## config.mk

```make
export PLATFORM = sky130hd
export DESIGN_NAME = dhcp_reply_parser_top_flat
export DESIGN_NICKNAME = d
export VERILOG_FILES = /design/src/rtl/core/drp_pkg.sv /design/src/rtl/core/drp_if.sv /design/src/rtl/core/drp_parse.sv /design/src/rtl/core/drp_lease.sv /design/src/rtl/core/dhcp_reply_parser_top.sv /design/src/flat_wrapper.sv
export SDC_FILE = /design/constraint.sdc
export NUM_CORES = 1
export LEC_CHECK = 0
export BUFFER_PORTS_ARGS = -buffer_cell sky130_fd_sc_hd__buf_4
export CORE_AREA = 2 2 176 307
export CTS_CLUSTER_SIZE = 12
export DETAILED_ROUTE_END_ITERATION = 8
export DIE_AREA = 0 0 178 309
export PLACE_DENSITY = 0.69
export SLEW_MARGIN = 30
export SYNTH_ARGS = -nofsm -noshare
export SYNTH_HDL_FRONTEND = slang
export SYNTH_SLANG_ARGS = --single-unit
```

## constraint.sdc

```tcl
create_clock -name clk -period 6.6 [get_ports clk]
set_input_delay 0.33 -clock clk [delete_from_list [all_inputs] [get_ports clk]]
set_output_delay 0.33 -clock clk [all_outputs]
set_load 0.05 [all_outputs]
```

## src/rtl/core/drp_pkg.sv

```systemverilog
// ----------------------------------------------------------------------------
// drp_pkg: shared types and constants of the DHCP reply parser
// Command, message type, option and result codes, and the structs passed
// between the parser, the lease store and the top level.
// ----------------------------------------------------------------------------
package drp_pkg;

	localparam logic [7:0] HDR_LEN = 8'd240;

	// input commands
	localparam logic CMD_BYTE  = 1'b0;
	localparam logic CMD_CLEAR = 1'b1;

	// option codes
	localparam logic [7:0] OPT_PAD      = 8'd0;
	localparam logic [7:0] OPT_MASK     = 8'd1;
	localparam logic [7:0] OPT_ROUTER   = 8'd3;
	localparam logic [7:0] OPT_MSG_TYPE = 8'd53;
	localparam logic [7:0] OPT_SERVER   = 8'd54;
	localparam logic [7:0] OPT_END      = 8'd255;

	// DHCP message types
	localparam logic [7:0] MT_OFFER = 8'd2;
	localparam logic [7:0] MT_ACK   = 8'd5;
	localparam logic [7:0] MT_NAK   = 8'd6;

	// reported message kind
	localparam logic [1:0] KIND_NONE  = 2'd0;
	localparam logic [1:0] KIND_OFFER = 2'd1;
	localparam logic [1:0] KIND_ACK   = 2'd2;
	localparam logic [1:0] KIND_NAK   = 2'd3;

	// summary of a message as it stands after its current byte
	typedef struct packed {
		logic        accepted;
		logic [7:0]  found_type;
		logic [31:0] found_mask;
		logic [31:0] found_router;
		logic [31:0] found_server_id;
		logic        server_id_given;
		logic [31:0] your_addr;
		logic [31:0] server_addr;
	} msg_sum_t;

	// events applied to the lease store
	typedef struct packed {
		logic done;   // last byte of a message processed
		logic clear;  // clear the sticky flags
	} lease_ev_t;

	typedef struct packed {
		logic        msg_accepted;
		logic [1:0]  msg_kind;
		logic        offer_seen;
		logic        ack_seen;
		logic        nak_seen;
		logic [31:0] lease_ip;
		logic [31:0] lease_server;
		logic [31:0] lease_mask;
		logic [31:0] lease_gateway;
	} result_t;

	function automatic logic [7:0] cookie_byte(input logic [1:0] idx);
		logic [7:0] val;
		case (idx)
			2'd0: val = 8'd99;
			2'd1: val = 8'd130;
			2'd2: val = 8'd83;
			default: val = 8'd99;
		endcase
		return val;
	endfunction

endpackage

```

## src/rtl/core/drp_if.sv

```systemverilog
// ----------------------------------------------------------------------------
// drp_if: channel interfaces of the DHCP reply parser
// Byte input channel, result channel and expected_xid write channel.
// ----------------------------------------------------------------------------
interface drp_in_if;
	logic       valid;
	logic       ready;
	logic       command;
	logic [7:0] rx_byte;
	logic       is_last;

	modport source (output valid, output command, output rx_byte, output is_last,
		input ready);
	modport sink (input valid, input command, input rx_byte, input is_last,
		output ready);
endinterface

interface drp_out_if;
	logic        valid;
	logic        ready;
	logic        msg_accepted;
	logic [1:0]  msg_kind;
	logic        offer_seen;
	logic        ack_seen;
	logic        nak_seen;
	logic [31:0] lease_ip;
	logic [31:0] lease_server;
	logic [31:0] lease_mask;
	logic [31:0] lease_gateway;

	modport source (output valid, output msg_accepted, output msg_kind,
		output offer_seen, output ack_seen, output nak_seen, output lease_ip,
		output lease_server, output lease_mask, output lease_gateway, input ready);
	modport sink (input valid, input msg_accepted, input msg_kind,
		input offer_seen, input ack_seen, input nak_seen, input lease_ip,
		input lease_server, input lease_mask, input lease_gateway, output ready);
endinterface

interface drp_cfg_if;
	logic        valid;
	logic        ready;
	logic [31:0] expected_xid;

	modport source (output valid, output expected_xid, input ready);
	modport sink (input valid, input expected_xid, output ready);
endinterface

```

## src/rtl/core/drp_parse.sv

```systemverilog
// ----------------------------------------------------------------------------
// drp_parse: header check and option walk
// Tracks one message byte by byte: header position, xid and cookie checks,
// yiaddr/siaddr capture and the TLV option walk. Gives the message summary
// as it stands after the current byte.
// ----------------------------------------------------------------------------
module drp_parse import drp_pkg::*; (
	input  logic        clk,
	input  logic        arst_n,
	input  logic        step,
	input  logic [7:0]  rx_byte,
	input  logic        is_last,
	input  logic [31:0] expected_xid,
	output msg_sum_t    msg
);

	typedef enum logic [1:0] {
		PH_CODE  = 2'd0,
		PH_LEN   = 2'd1,
		PH_VALUE = 2'd2
	} phase_t;

	phase_t      phase_q, phase_n;
	logic [7:0]  pos_q, pos_n;
	logic        hdr_ok_q, hdr_ok_n;
	logic [31:0] yi_q, yi_n, si_q, si_n;
	logic [7:0]  type_q, type_n, len_q, len_n, cnt_q, cnt_n;
	logic [31:0] acc_q, acc_n;
	logic        stopped_q, stopped_n;
	logic [7:0]  ftype_q, ftype_n;
	logic [31:0] fmask_q, fmask_n, frouter_q, frouter_n, fsid_q, fsid_n;
	logic        sid_given_q, sid_given_n;

	always_comb begin
		pos_n       = pos_q;
		hdr_ok_n    = hdr_ok_q;
		yi_n        = yi_q;
		si_n        = si_q;
		phase_n     = phase_q;
		type_n      = type_q;
		len_n       = len_q;
		cnt_n       = cnt_q;
		acc_n       = acc_q;
		stopped_n   = stopped_q;
		ftype_n     = ftype_q;
		fmask_n     = fmask_q;
		frouter_n   = frouter_q;
		fsid_n      = fsid_q;
		sid_given_n = sid_given_q;
		if (step) begin
			if (pos_q < HDR_LEN) begin
				pos_n = pos_q + 8'd1;
				if (pos_q >= 8'd4 && pos_q <= 8'd7) begin
					if (rx_byte != expected_xid[{pos_q[1:0], 3'b000} +: 8])
						hdr_ok_n = 1'b0;
				end else if (pos_q >= 8'd16 && pos_q <= 8'd19) begin
					yi_n = {yi_q[23:0], rx_byte};
				end else if (pos_q >= 8'd20 && pos_q <= 8'd23) begin
					si_n = {si_q[23:0], rx_byte};
				end else if (pos_q >= 8'd236 && pos_q <= 8'd239) begin
					if (rx_byte != cookie_byte(pos_q[1:0]))
						hdr_ok_n = 1'b0;
				end
			end else if (!stopped_q) begin
				case (phase_q)
					PH_LEN: begin
						// zero-length option commits nothing
						len_n   = rx_byte;
						cnt_n   = 8'd0;
						acc_n   = 32'd0;
						phase_n = (rx_byte == 8'd0) ? PH_CODE : PH_VALUE;
					end
					PH_VALUE: begin
						if (cnt_q < 8'd4)
							acc_n = {acc_q[23:0], rx_byte};
						cnt_n = cnt_q + 8'd1;
						if (cnt_n >= len_q) begin
							phase_n = PH_CODE;
							case (type_q)
								OPT_MSG_TYPE: begin
									// first value byte, wherever it landed
									case (len_q)
										8'd1: ftype_n = acc_n[7:0];
										8'd2: ftype_n = acc_n[15:8];
										8'd3: ftype_n = acc_n[23:16];
										default: ftype_n = acc_n[31:24];
									endcase
								end
								OPT_MASK: begin
									if (len_q >= 8'd4) fmask_n = acc_n;
								end
								OPT_ROUTER: begin
									if (len_q >= 8'd4) frouter_n = acc_n;
								end
								OPT_SERVER: begin
									if (len_q >= 8'd4) begin
										fsid_n      = acc_n;
										sid_given_n = 1'b1;
									end
								end
								default: ;
							endcase
						end
					end
					default: begin
						if (rx_byte == OPT_END) begin
							stopped_n = 1'b1;
						end else if (rx_byte != OPT_PAD) begin
							type_n  = rx_byte;
							phase_n = PH_LEN;
						end else begin
							phase_n = PH_CODE;
						end
					end
				endcase
			end
		end
	end

	assign msg.accepted        = hdr_ok_n && (pos_n == HDR_LEN);
	assign msg.found_type      = ftype_n;
	assign msg.found_mask      = fmask_n;
	assign msg.found_router    = frouter_n;
	assign msg.found_server_id = fsid_n;
	assign msg.server_id_given = sid_given_n;
	assign msg.your_addr       = yi_n;
	assign msg.server_addr     = si_n;

	always_ff @(posedge clk or negedge arst_n) begin
		if (!arst_n) begin
			phase_q     <= PH_CODE;
			pos_q       <= 8'd0;
			hdr_ok_q    <= 1'b1;
			yi_q        <= 32'd0;
			si_q        <= 32'd0;
			type_q      <= 8'd0;
			len_q       <= 8'd0;
			cnt_q       <= 8'd0;
			acc_q       <= 32'd0;
			stopped_q   <= 1'b0;
			ftype_q     <= 8'd0;
			fmask_q     <= 32'd0;
			frouter_q   <= 32'd0;
			fsid_q      <= 32'd0;
			sid_given_q <= 1'b0;
		end else if (step && is_last) begin
			// message done: back to the start state
			phase_q     <= PH_CODE;
			pos_q       <= 8'd0;
			hdr_ok_q    <= 1'b1;
			yi_q        <= 32'd0;
			si_q        <= 32'd0;
			type_q      <= 8'd0;
			len_q       <= 8'd0;
			cnt_q       <= 8'd0;
			acc_q       <= 32'd0;
			stopped_q   <= 1'b0;
			ftype_q     <= 8'd0;
			fmask_q     <= 32'd0;
			frouter_q   <= 32'd0;
			fsid_q      <= 32'd0;
			sid_given_q <= 1'b0;
		end else begin
			phase_q     <= phase_n;
			pos_q       <= pos_n;
			hdr_ok_q    <= hdr_ok_n;
			yi_q        <= yi_n;
			si_q        <= si_n;
			type_q      <= type_n;
			len_q       <= len_n;
			cnt_q       <= cnt_n;
			acc_q       <= acc_n;
			stopped_q   <= stopped_n;
			ftype_q     <= ftype_n;
			fmask_q     <= fmask_n;
			frouter_q   <= frouter_n;
			fsid_q      <= fsid_n;
			sid_given_q <= sid_given_n;
		end
	end

	a_pos_sat: assert property (@(posedge clk) disable iff (!arst_n)
		pos_q <= HDR_LEN)
		else $error("header position past saturation");

	a_walk_after_hdr: assert property (@(posedge clk) disable iff (!arst_n)
		(stopped_q || phase_q != PH_CODE) |-> pos_q == HDR_LEN)
		else $error("option walk active inside header");

	a_msg_restart: assert property (@(posedge clk) disable iff (!arst_n)
		step && is_last |=> pos_q == 8'd0 && hdr_ok_q && !stopped_q)
		else $error("message state not reset after last byte");

endmodule

```

## src/rtl/core/drp_lease.sv

```systemverilog
// ----------------------------------------------------------------------------
// drp_lease: lease store and result register
// Applies an accepted offer, ack or nak to the stored lease and sticky
// flags, and holds the result item until it is taken.
// ----------------------------------------------------------------------------
module drp_lease import drp_pkg::*; (
	input  logic      clk,
	input  logic      arst_n,
	input  lease_ev_t ev,
	input  msg_sum_t  msg,
	input  logic      out_ready,
	output logic      out_valid,
	output result_t   res
);

	logic [31:0] ip_q, ip_n, srv_q, srv_n, mask_q, mask_n, rtr_q, rtr_n;
	logic        offer_q, offer_n, ack_q, ack_n, nak_q, nak_n;
	logic [1:0]  kind;
	logic        out_valid_q;
	result_t     res_q;

	always_comb begin
		ip_n    = ip_q;
		srv_n   = srv_q;
		mask_n  = mask_q;
		rtr_n   = rtr_q;
		offer_n = offer_q;
		ack_n   = ack_q;
		nak_n   = nak_q;
		kind    = KIND_NONE;
		if (ev.clear) begin
			offer_n = 1'b0;
			ack_n   = 1'b0;
			nak_n   = 1'b0;
		end
		if (ev.done && msg.accepted) begin
			case (msg.found_type)
				MT_OFFER: begin
					kind    = KIND_OFFER;
					ip_n    = msg.your_addr;
					srv_n   = msg.server_id_given ? msg.found_server_id : msg.server_addr;
					mask_n  = msg.found_mask;
					rtr_n   = msg.found_router;
					offer_n = 1'b1;
				end
				MT_ACK: begin
					kind  = KIND_ACK;
					ip_n  = msg.your_addr;
					if (msg.found_mask != 32'd0) mask_n = msg.found_mask;
					if (msg.found_router != 32'd0) rtr_n = msg.found_router;
					ack_n = 1'b1;
				end
				MT_NAK: begin
					kind  = KIND_NAK;
					nak_n = 1'b1;
				end
				default: ;
			endcase
		end
	end

	always_ff @(posedge clk or negedge arst_n) begin
		if (!arst_n) begin
			ip_q        <= 32'd0;
			srv_q       <= 32'd0;
			mask_q      <= 32'd0;
			rtr_q       <= 32'd0;
			offer_q     <= 1'b0;
			ack_q       <= 1'b0;
			nak_q       <= 1'b0;
			out_valid_q <= 1'b0;
		end else begin
			ip_q    <= ip_n;
			srv_q   <= srv_n;
			mask_q  <= mask_n;
			rtr_q   <= rtr_n;
			offer_q <= offer_n;
			ack_q   <= ack_n;
			nak_q   <= nak_n;
			if (ev.done)
				out_valid_q <= 1'b1;
			else if (out_ready)
				out_valid_q <= 1'b0;
		end
	end

	always_ff @(posedge clk) begin
		if (ev.done) begin
			res_q.msg_accepted  <= msg.accepted;
			res_q.msg_kind      <= kind;
			res_q.offer_seen    <= offer_n;
			res_q.ack_seen      <= ack_n;
			res_q.nak_seen      <= nak_n;
			res_q.lease_ip      <= ip_n;
			res_q.lease_server  <= srv_n;
			res_q.lease_mask    <= mask_n;
			res_q.lease_gateway <= rtr_n;
		end
	end

	assign out_valid = out_valid_q;
	assign res       = res_q;

	a_no_overwrite: assert property (@(posedge clk) disable iff (!arst_n)
		ev.done |-> !out_valid_q || out_ready)
		else $error("result overwritten before it was taken");

	a_reject_kind: assert property (@(posedge clk) disable iff (!arst_n)
		ev.done && !msg.accepted |=> res_q.msg_kind == KIND_NONE)
		else $error("rejected message reported a kind");

	a_kind_flag: assert property (@(posedge clk) disable iff (!arst_n)
		out_valid_q && res_q.msg_kind == KIND_OFFER |-> res_q.offer_seen)
		else $error("offer reported without offer flag");

endmodule

```

## src/rtl/core/dhcp_reply_parser_top.sv

```systemverilog
// ----------------------------------------------------------------------------
// dhcp_reply_parser_top: DHCP client reply parser
// Byte-serial parser of DHCP replies with lease store and sticky flags.
// ----------------------------------------------------------------------------
// Takes one item per clock: a message byte with its last-byte mark, or a
// clear-flags command. An accepted item is held in the input register, where
// header check, option walk and lease update are done in a single pass; the
// last byte of a message loads the result register, so res.valid rises as
// that last byte leaves the input register. The input only stalls when a
// result is waiting in the result register, is not taken, and the item in
// the input register is a last byte. expected_xid is written through cfg,
// always ready, by the user only while no message is in flight (unenforced).
module dhcp_reply_parser_top import drp_pkg::*; (
	input logic       clk,
	input logic       arst_n,
	drp_in_if.sink    rx,
	drp_out_if.source res,
	drp_cfg_if.sink   cfg
);

	logic        valid_s1;
	logic        cmd_s1;
	logic [7:0]  byte_s1;
	logic        last_s1;
	logic [31:0] xid_q;
	logic        produce;
	logic        adv;
	logic        out_valid;
	lease_ev_t   ev;
	msg_sum_t    msg;
	result_t     res_data;

	assign produce  = valid_s1 && (cmd_s1 == CMD_BYTE) && last_s1;
	assign adv      = valid_s1 && (!produce || !out_valid || res.ready);
	assign rx.ready = !valid_s1 || adv;
	assign cfg.ready = 1'b1;

	always_ff @(posedge clk or negedge arst_n) begin
		if (!arst_n) begin
			valid_s1 <= 1'b0;
			xid_q    <= 32'd0;
		end else begin
			if (rx.valid && rx.ready)
				valid_s1 <= 1'b1;
			else if (adv)
				valid_s1 <= 1'b0;
			if (cfg.valid)
				xid_q <= cfg.expected_xid;
		end
	end

	always_ff @(posedge clk) begin
		if (rx.valid && rx.ready) begin
			cmd_s1  <= rx.command;
			byte_s1 <= rx.rx_byte;
			last_s1 <= rx.is_last;
		end
	end

	assign ev.done  = adv && produce;
	assign ev.clear = adv && (cmd_s1 == CMD_CLEAR);

	drp_parse u_parse (
		.clk          (clk),
		.arst_n       (arst_n),
		.step         (adv && (cmd_s1 == CMD_BYTE)),
		.rx_byte      (byte_s1),
		.is_last      (last_s1),
		.expected_xid (xid_q),
		.msg          (msg)
	);

	drp_lease u_lease (
		.clk       (clk),
		.arst_n    (arst_n),
		.ev        (ev),
		.msg       (msg),
		.out_ready (res.ready),
		.out_valid (out_valid),
		.res       (res_data)
	);

	assign res.valid         = out_valid;
	assign res.msg_accepted  = res_data.msg_accepted;
	assign res.msg_kind      = res_data.msg_kind;
	assign res.offer_seen    = res_data.offer_seen;
	assign res.ack_seen      = res_data.ack_seen;
	assign res.nak_seen      = res_data.nak_seen;
	assign res.lease_ip      = res_data.lease_ip;
	assign res.lease_server  = res_data.lease_server;
	assign res.lease_mask    = res_data.lease_mask;
	assign res.lease_gateway = res_data.lease_gateway;

	a_s1_hold: assert property (@(posedge clk) disable iff (!arst_n)
		valid_s1 && !adv |=> valid_s1 && $stable(byte_s1) && $stable(last_s1))
		else $error("stalled input item lost or changed");

endmodule

```

## src/flat_wrapper.sv

```systemverilog
// flat-port wrapper written by rule: the top's interface ports become plain ports
module dhcp_reply_parser_top_flat import drp_pkg::*;
  (clk, arst_n, rx_valid, rx_command, rx_rx_byte, rx_is_last, rx_ready, res_valid, res_msg_accepted, res_msg_kind, res_offer_seen, res_ack_seen, res_nak_seen, res_lease_ip, res_lease_server, res_lease_mask, res_lease_gateway, res_ready, cfg_valid, cfg_expected_xid, cfg_ready);
  drp_in_if rx_i ();
  drp_out_if res_i ();
  drp_cfg_if cfg_i ();
  input logic clk;
  input logic arst_n;
  input wire logic [$bits(rx_i.valid)-1:0] rx_valid;
  input wire logic [$bits(rx_i.command)-1:0] rx_command;
  input wire logic [$bits(rx_i.rx_byte)-1:0] rx_rx_byte;
  input wire logic [$bits(rx_i.is_last)-1:0] rx_is_last;
  output wire logic [$bits(rx_i.ready)-1:0] rx_ready;
  output wire logic [$bits(res_i.valid)-1:0] res_valid;
  output wire logic [$bits(res_i.msg_accepted)-1:0] res_msg_accepted;
  output wire logic [$bits(res_i.msg_kind)-1:0] res_msg_kind;
  output wire logic [$bits(res_i.offer_seen)-1:0] res_offer_seen;
  output wire logic [$bits(res_i.ack_seen)-1:0] res_ack_seen;
  output wire logic [$bits(res_i.nak_seen)-1:0] res_nak_seen;
  output wire logic [$bits(res_i.lease_ip)-1:0] res_lease_ip;
  output wire logic [$bits(res_i.lease_server)-1:0] res_lease_server;
  output wire logic [$bits(res_i.lease_mask)-1:0] res_lease_mask;
  output wire logic [$bits(res_i.lease_gateway)-1:0] res_lease_gateway;
  input wire logic [$bits(res_i.ready)-1:0] res_ready;
  input wire logic [$bits(cfg_i.valid)-1:0] cfg_valid;
  input wire logic [$bits(cfg_i.expected_xid)-1:0] cfg_expected_xid;
  output wire logic [$bits(cfg_i.ready)-1:0] cfg_ready;
  assign rx_i.valid = rx_valid;
  assign rx_i.command = rx_command;
  assign rx_i.rx_byte = rx_rx_byte;
  assign rx_i.is_last = rx_is_last;
  assign rx_ready = rx_i.ready;
  assign res_valid = res_i.valid;
  assign res_msg_accepted = res_i.msg_accepted;
  assign res_msg_kind = res_i.msg_kind;
  assign res_offer_seen = res_i.offer_seen;
  assign res_ack_seen = res_i.ack_seen;
  assign res_nak_seen = res_i.nak_seen;
  assign res_lease_ip = res_i.lease_ip;
  assign res_lease_server = res_i.lease_server;
  assign res_lease_mask = res_i.lease_mask;
  assign res_lease_gateway = res_i.lease_gateway;
  assign res_i.ready = res_ready;
  assign cfg_i.valid = cfg_valid;
  assign cfg_i.expected_xid = cfg_expected_xid;
  assign cfg_ready = cfg_i.ready;
  dhcp_reply_parser_top u_core (.clk(clk), .arst_n(arst_n), .rx(rx_i), .res(res_i), .cfg(cfg_i));
endmodule
```

=== Word level (Yosys, flattened, before mapping) ===
Cells that the tools add are included.

* Flip-flop bits (word level): 546
* Input bits: 47

* $add $sub $neg: 2
* Order comparisons: 12
* Eq/ne operators: 24
* Shifts and indexed selects: 1
* Multiplexer cells: 133
* Bitwise logic cells: 1
* Reduce and logical (&&, ||, !) cells: 37

{| class="wikitable"
|+ Operators with widths
! operator !! number
|-
| 32-bit 2-to-1 mux || 49
|-
| 8-bit 2-to-1 mux || 32
|-
| 32-bit case mux with 2 select lines || 3
|-
| 32-bit nonzero test || 2
|-
| 1-bit 2-to-1 mux || 37
|-
| 8-bit by 2-bit equality test with 1-bit output, second input constant || 4
|-
| 8-bit case mux with 2 select lines || 2
|-
| 32-bit by 6-bit indexed part select with 8-bit output || 1
|-
| 8-bit case mux with 3 select lines || 1
|-
| 8-bit by 1-bit adder with 8-bit output, second input constant || 2
|-
| 8-bit by 1-bit equality test with 1-bit output, second input constant || 2
|-
| 8-bit by 3-bit equality test with 1-bit output, second input constant || 2
|-
| 8-bit by 6-bit equality test with 1-bit output, second input constant || 2
|-
| 8-bit equality test, second input constant || 2
|-
| 8-bit by 3-bit greater-or-equal comparator with 1-bit output, second input constant || 2
|-
| 8-bit by 5-bit greater-or-equal comparator with 1-bit output, second input constant || 2
|-
| 8-bit by 5-bit less-or-equal comparator with 1-bit output, second input constant || 2
|-
| 8-bit inequality test || 2
|-
| 1-bit logical AND || 14
|-
| 2-bit 2-to-1 mux || 7
|-
| 2-bit nonzero test || 5
|-
| 8-bit greater-or-equal comparator || 1
|-
| 8-bit greater-or-equal comparator, second input constant || 1
|-
| 8-bit by 3-bit less-or-equal comparator with 1-bit output, second input constant || 1
|-
| 21 further kinds || 32
|}

=== Depth between registers and ports, before layout ===
* Depth after elaboration: 20
* Gate-level depth with buffers: 16
* Mapped depth without buffers: 14

=== Cells and area by module ===
A second synthesis with hierarchy kept.

* Cells, all modules: 1646
* Area total of the unflattened synthesis: 22928.2 um^2

{| class="wikitable"
|+ Modules (own cells, without submodules)
! module !! times used !! cells each !! area an instance (um^2) !! seq. area each (um^2)
|-
| drp_parse || 1 || 1030 || 11870.1 || 5931.9
|-
| drp_lease || 1 || 526 || 9318.9 || 7327.0
|-
| dhcp_reply_parser_top || 1 || 90 || 1739.2 || 1126.1
|}

=== Worst setup path after synthesis ===
OpenSTA, ideal clock, no wires.

* Path kind: reg-to-reg
* Start point: register u_core.u_lease.out_valid_q, in the netlist u_core.u_lease.out_valid
* End point: register, netlist name u_core.u_lease.res[0]
* Arrival time: 5239 ps
* Slack: 810 ps
* Cell stages (with the launch flop): 6
* Cells stage by stage: dfrtp_1 > nand2b_1 > nand3_1 > inv_1 > clkbuf_1 > clkbuf_1

{| class="wikitable"
|+ RTL lines
! what !! line !! RTL
|-
| from (decl) || drp_lease.sv:19 || <nowiki>logic out_valid_q;</nowiki>
|-
| from (signal assigned) || drp_lease.sv:71 || <nowiki>out_valid_q <= 1'b0;</nowiki>
|-
| from (signal assigned) || drp_lease.sv:81 || <nowiki>out_valid_q <= 1'b1;</nowiki>
|-
| from (signal assigned) || drp_lease.sv:83 || <nowiki>out_valid_q <= 1'b0;</nowiki>
|}

=== Final worst setup path ===
* Start point: register u_core.u_parse.cnt_q[4]
* End point: register, netlist name u_core.u_lease.res[127]

* Word-level cells in the longest chain between the ends: 13

{| class="wikitable"
|+ Ends and longest elaborated chain
! what !! line !! RTL
|-
| from (decl) || drp_parse.sv:27 || <nowiki>logic [7:0] type_q, type_n, len_q, len_n, cnt_q, cnt_n;</nowiki>
|-
| from (signal assigned) || drp_parse.sv:171 || <nowiki>cnt_q <= cnt_n;</nowiki>
|-
| parallel branches: the longest is 4 deep, another holds 8-bit by 1-bit adder with 8-bit output || -- ||
|-
| 8-bit 2-to-1 mux (*) || drp_parse.sv:77 || <nowiki>if (cnt_n >= len_q) begin</nowiki>
|-
| 8-bit 2-to-1 mux (*) || drp_parse.sv:65 || <nowiki>case (phase_q)</nowiki>
|-
| 8-bit 2-to-1 mux (*) || drp_parse.sv:64 || <nowiki>end else if (!stopped_q) begin</nowiki>
|-
| 8-bit 2-to-1 mux (*) || drp_parse.sv:51 || <nowiki>if (pos_q < HDR_LEN) begin</nowiki>
|-
| 8-bit 2-to-1 mux (*) || drp_parse.sv:50 || <nowiki>if (step) begin</nowiki>
|-
| 8-bit by 3-bit equality test with 1-bit output / 8-bit by 2-bit equality test with 1-bit output (equally long branches) || drp_lease.sv:37 || <nowiki>case (msg.found_type)</nowiki>
|-
| 2-bit OR reduction (no source line) (*) || -- ||
|-
| 32-bit 2-to-1 mux (*) || drp_lease.sv:37 ||
|-
| 32-bit 2-to-1 mux (*) || drp_lease.sv:36 || <nowiki>if (ev.done && msg.accepted) begin</nowiki>
|-
| via u_core.u_lease.ip_n[31] || drp_lease.sv:16 || <nowiki>logic [31:0] ip_q, ip_n, srv_q, srv_n, mask_q, mask_n, rtr_q, rtr_n;</nowiki>
|}

Mark *: on every way through the listed nets, which the timed path passes.
A chain may end at the register's enable or synchronous reset.

==> impl_metrics.json <==
{
  "floorplan_die_area_mm2": 0.0550,
  "die_height_um": 309,
  "drcViolationCount": 0,
  "drt_pass1_iterations": 9,
  "number_of_global_route_vias_before_repair": 16026,
  "holdCritPathClass": "in -> reg",
  "layout.core_utilization_pct": 52.5,
  "rrSetupSlack_ps": 1520,
  "pwr-share-clk_pct": 39.7,
  "slew_viol_final": 0,
  "vias": 15497,
  "worst_ir_drop_vdd_mv": 0.218,
  "core_box_area_mm2": 0.0524,
  "max_freq_ghz": 0.197,
  "max_slew.worst_pin.slew_ps": 1050,
  "insertedDiodeCount": 0,
  "grt_overflow": 0,
  "post-dp-hpwl_um": 39800,
  "final_layout_size_suffix_gt1_share_pct": 17.5,
  "yosys_warnings": 0,
  "yosys.area_share.simple_pct": 10.2,
  "rows": 111,
  "period_needed_ps": 5080,
  "routed_wire_length_per_instance_um": 20.3,
  "commonest_cells_after_routing_fill_and_taps_aside": "sky130_fd_sc_hd__dfrtp_1, sky130_fd_sc_hd__nor2_1, sky130_fd_sc_hd__mux2i_1, sky130_fd_sc_hd__buf_4, sky130_fd_sc_hd__inv_1",
  "asyncSetResetFlopFracSynth_pct": 73.6,
  "holdCritStartpoint": "res_ready",
  "ff_to_ff_path_depth": 10,
  "place_ws_ps": 1630,
  "gr-usage-all-layers_pct": 21.8,
  "worst_ep_arrival_time_ps": 5400,
  "wirelength_um": 59000,
  "antenna_violations_before_repair": 0,
  "clock_path_buffers": 3,
  "insertion_delay_ps": 590,
  "cts.sinks": 546,
  "hold_violations": 0,
  "p_sw_mw": 1.78,
  "power_frac_comb_pct": 8.9,
  "sw_frac_of_total_pct": 24.8,
  "stdcell_count": 2897,
  "critPathMaxStageDelay_ps": 780,
  "area_delta_synth_final_pct": 17.6,
  "p_seq_share_pct": 51.4,
  "start_util_pct": 44.6,
  "crit_start": "u_core.u_parse.cnt_q[4]$_DFFE_PN0P_",
  "cell_leakage_power_nw": 13.2,
  "synthXorXnorAreaFrac_pct": 0.862,
  "cts_tree": "yes",
  "highest_net_fanout_along_the_worst_path": 30,
  "post_synth_inst_count": 1981,
  "crit_path_top_delay_cell": "sky130_fd_sc_hd__mux2i_1",
  "grt_setup_unrepaired": "false",
  "cts_htree_levels": 2,
  "final.period_utilization_pct": 76.9,
  "capturing_instance_or_port_of_the_critical_path": "u_core.u_lease.res[127]$_DFFE_PP_",
  "critPathKind": "reg -> reg",
  "status": "completed",
  "root_buffer": "sky130_fd_sc_hd__clkbuf_16",
  "max_slew_margin_pct": 28.2,
  "post_synth_instance_area_mm2": 0.0234,
  "synthDistinctLibCells": 83,
  "worst_r2r_startpoint": "u_core.u_parse.cnt_q[4]$_DFFE_PN0P_",
  "ys_seq_elements": 546,
  "design.portCount": 184,
  "crit-reg2reg-capture": "u_core.u_lease.res[127]$_DFFE_PP_",
  "routabilityCongestion": 0.928,
  "totalNegativeSetupSlack_ps": 0,
  "cts.clk_slew.worst_paths_ps": 60,
  "postCtsSetupBuffers": 0,
  "portBuffers": 182,
  "power_per_cell_area_mw_per_mm2": 261,
  "maxCapViolations": 0,
  "mappedNetlistNets": 2043,
  "final_common_cell": "sky130_fd_sc_hd__dfrtp_1",
  "main_combinational_cell_family_by_area_after_synthesis": "multiplexers",
  "timing.critical_path.cells": "or4_4 > nor2_8 > mux2i_1 > o22a_1 > o221ai_1 > a2111oi_2 > o211ai_2 > a21oi_4 > buf_4 > mux2_2",
  "muxShareOfSynthArea_pct": 14.2,
  "endpoint_kind": "register",
  "cp_data_required_time_ps": 6920,
  "placed_cells": 2757,
  "fin_nets": 2242,
  "initialDrtViolationCount": 1026,
  "setup_viol": 0,
  "synth_fa_ha_area_share_pct": 0.803,
  "yosysSeqAreaShare_pct": 61.6,
  "compound_cell_area_share_of_the_yosys_netlist_pct": 7.37,
  "power_mw": 7.16,
  "synth-edff-count": 144,
  "ys_dominant_reg_cell": "sky130_fd_sc_hd__dfrtp_1",
  "postSynthAreaPerCell_um2": 11.8,
  "clock-skew-final_ps": 25.3,
  "tritoncts.num_buffers": 53,
  "vias_per_cell": 5.35,
  "floorplan.die.width_um": 178,
  "internal_power_mw": 5.39,
  "fill_cells": 4529,
  "pin_count_of_the_biggest_net_entering_global_routing": 174,
  "grt_first_pass_wirelength_um": 92200,
  "drt.antenna.violating_nets": 0,
  "postLayoutSetupSlackWorst_ps": 1520,
  "startpoint_class": "register"
}
[cell usage after synthesis (all sizes together), types with 29 or more instances]
cell	instances	area, um^2
mux2i	233	2340
edfxtp	144	4320
o21ai	89	449
nor4	29	196
nand2	117	442
mux2	71	882
clkbuf	85	320
nor2	270	1030
a21oi	101	509
inv	156	586
dfrtp	401	10000
buf	36	260
[power by group through the flow]
stage	Combinational, mW	Clock (mW)	Sequential (mW)
3_5_place_dp	0.617	0	3.75
3_3_place_gp	0.610	0	3.74
4_1_cts	0.639	2.92	3.68
5_1_grt	0.698	3.03	3.70
6_report	0.636	2.85	3.68
2_1_floorplan	0.370	0	3.76
[timing repair]
item	CTS	global route
gates resized for setup	0	0
hold endpoints to repair	151	0
hold buffers	44	0
[routing by layer]
layer	routed length, um	global-route usage (%)	share of wire (%)	vias up
li1	-	-	-	7211
met3	2980	3.20	5.1	138
met4	2690	9.72	4.6	0
met5	0	0	0	-
met2	30000	38.0	51	478
met1	23300	26.5	40	7670
[flip-flops by register name, summed over array words and instances, names as in the netlist, 32 cells and up]
| signal | cells |
|---|---|
| u_core.u_lease.ip_q | 32 |
| u_core.u_lease.mask_q | 32 |
| u_core.u_lease.res | 134 |
| u_core.u_lease.rtr_q | 32 |
| u_core.u_lease.srv_q | 32 |
| u_core.u_parse.acc_q | 32 |
| u_core.u_parse.fmask_q | 32 |
| u_core.u_parse.frouter_q | 32 |
| u_core.u_parse.fsid_q | 32 |
| u_core.u_parse.si_q | 32 |
| u_core.u_parse.yi_q | 32 |
| u_core.xid_q | 32 |
[metrics by stage]
step                hold slack, ps  area, um^2
floorplan                     34.4       23400
global placement               451       25400
detailed placement             458       25400
CTS                           38.1       27400
global route                  78.0       27500
finish                        65.8       27500
[how the worst min path moves through the flow]
stage	slack [ps]	to	cells after the start
finish	70	u_core.u_lease.out_valid$_DFFE_PN0P_	3
global route	80	u_core.u_lease.out_valid$_DFFE_PN0P_	3
CTS	40	u_core.u_lease.out_valid$_DFFE_PN0P_	3
detailed placement	460	u_core.u_lease.ip_q[3]$_DFF_PN0_	1
global placement	450	u_core.u_lease.ip_q[3]$_DFF_PN0_	1
floorplan	30	u_core.u_lease.ack_q$_DFF_PN0_	0
[critical path: cells and delay by family (launching register included)]
family | cells | cell delay (ps)
buf+inv | 1 | 490
simple gates | 2 | 1150
flops | 1 | 460
mux | 2 | 1190
compound gates | 5 | 1480
[final cells by class]
type | instances | area, um^2 | area share [%]
clock buffer | 89 | 1530 | 5.58
clock inverter | 5 | 58.8 | 0.214
inverter | 156 | 593 | 2.16
multi-input combinational | 1158 | 7860 | 28.6
sequential | 546 | 14400 | 52.4
tap | 678 | 848 | 3.09
timing repair buffer | 265 | 2200 | 8.00
[cells by family (layout without fill, tap and decap cells)]
| kind of cell | after synthesis | after routing |
|---|---|---|
| AO/OA/AOI/OAI | 280 | 280 |
| XOR/XNOR | 23 | 23 |
| adder cells (fa/ha/maj) | 15 | 15 |
| buffers and inverters | 277 | 515 |
| flip-flops | 546 | 546 |
| multiplexers | 308 | 308 |
| other | 1 | 1 |
| AND/OR/NAND/NOR | 531 | 531 |
Note: power is estimated with default switching activity, not from simulation.
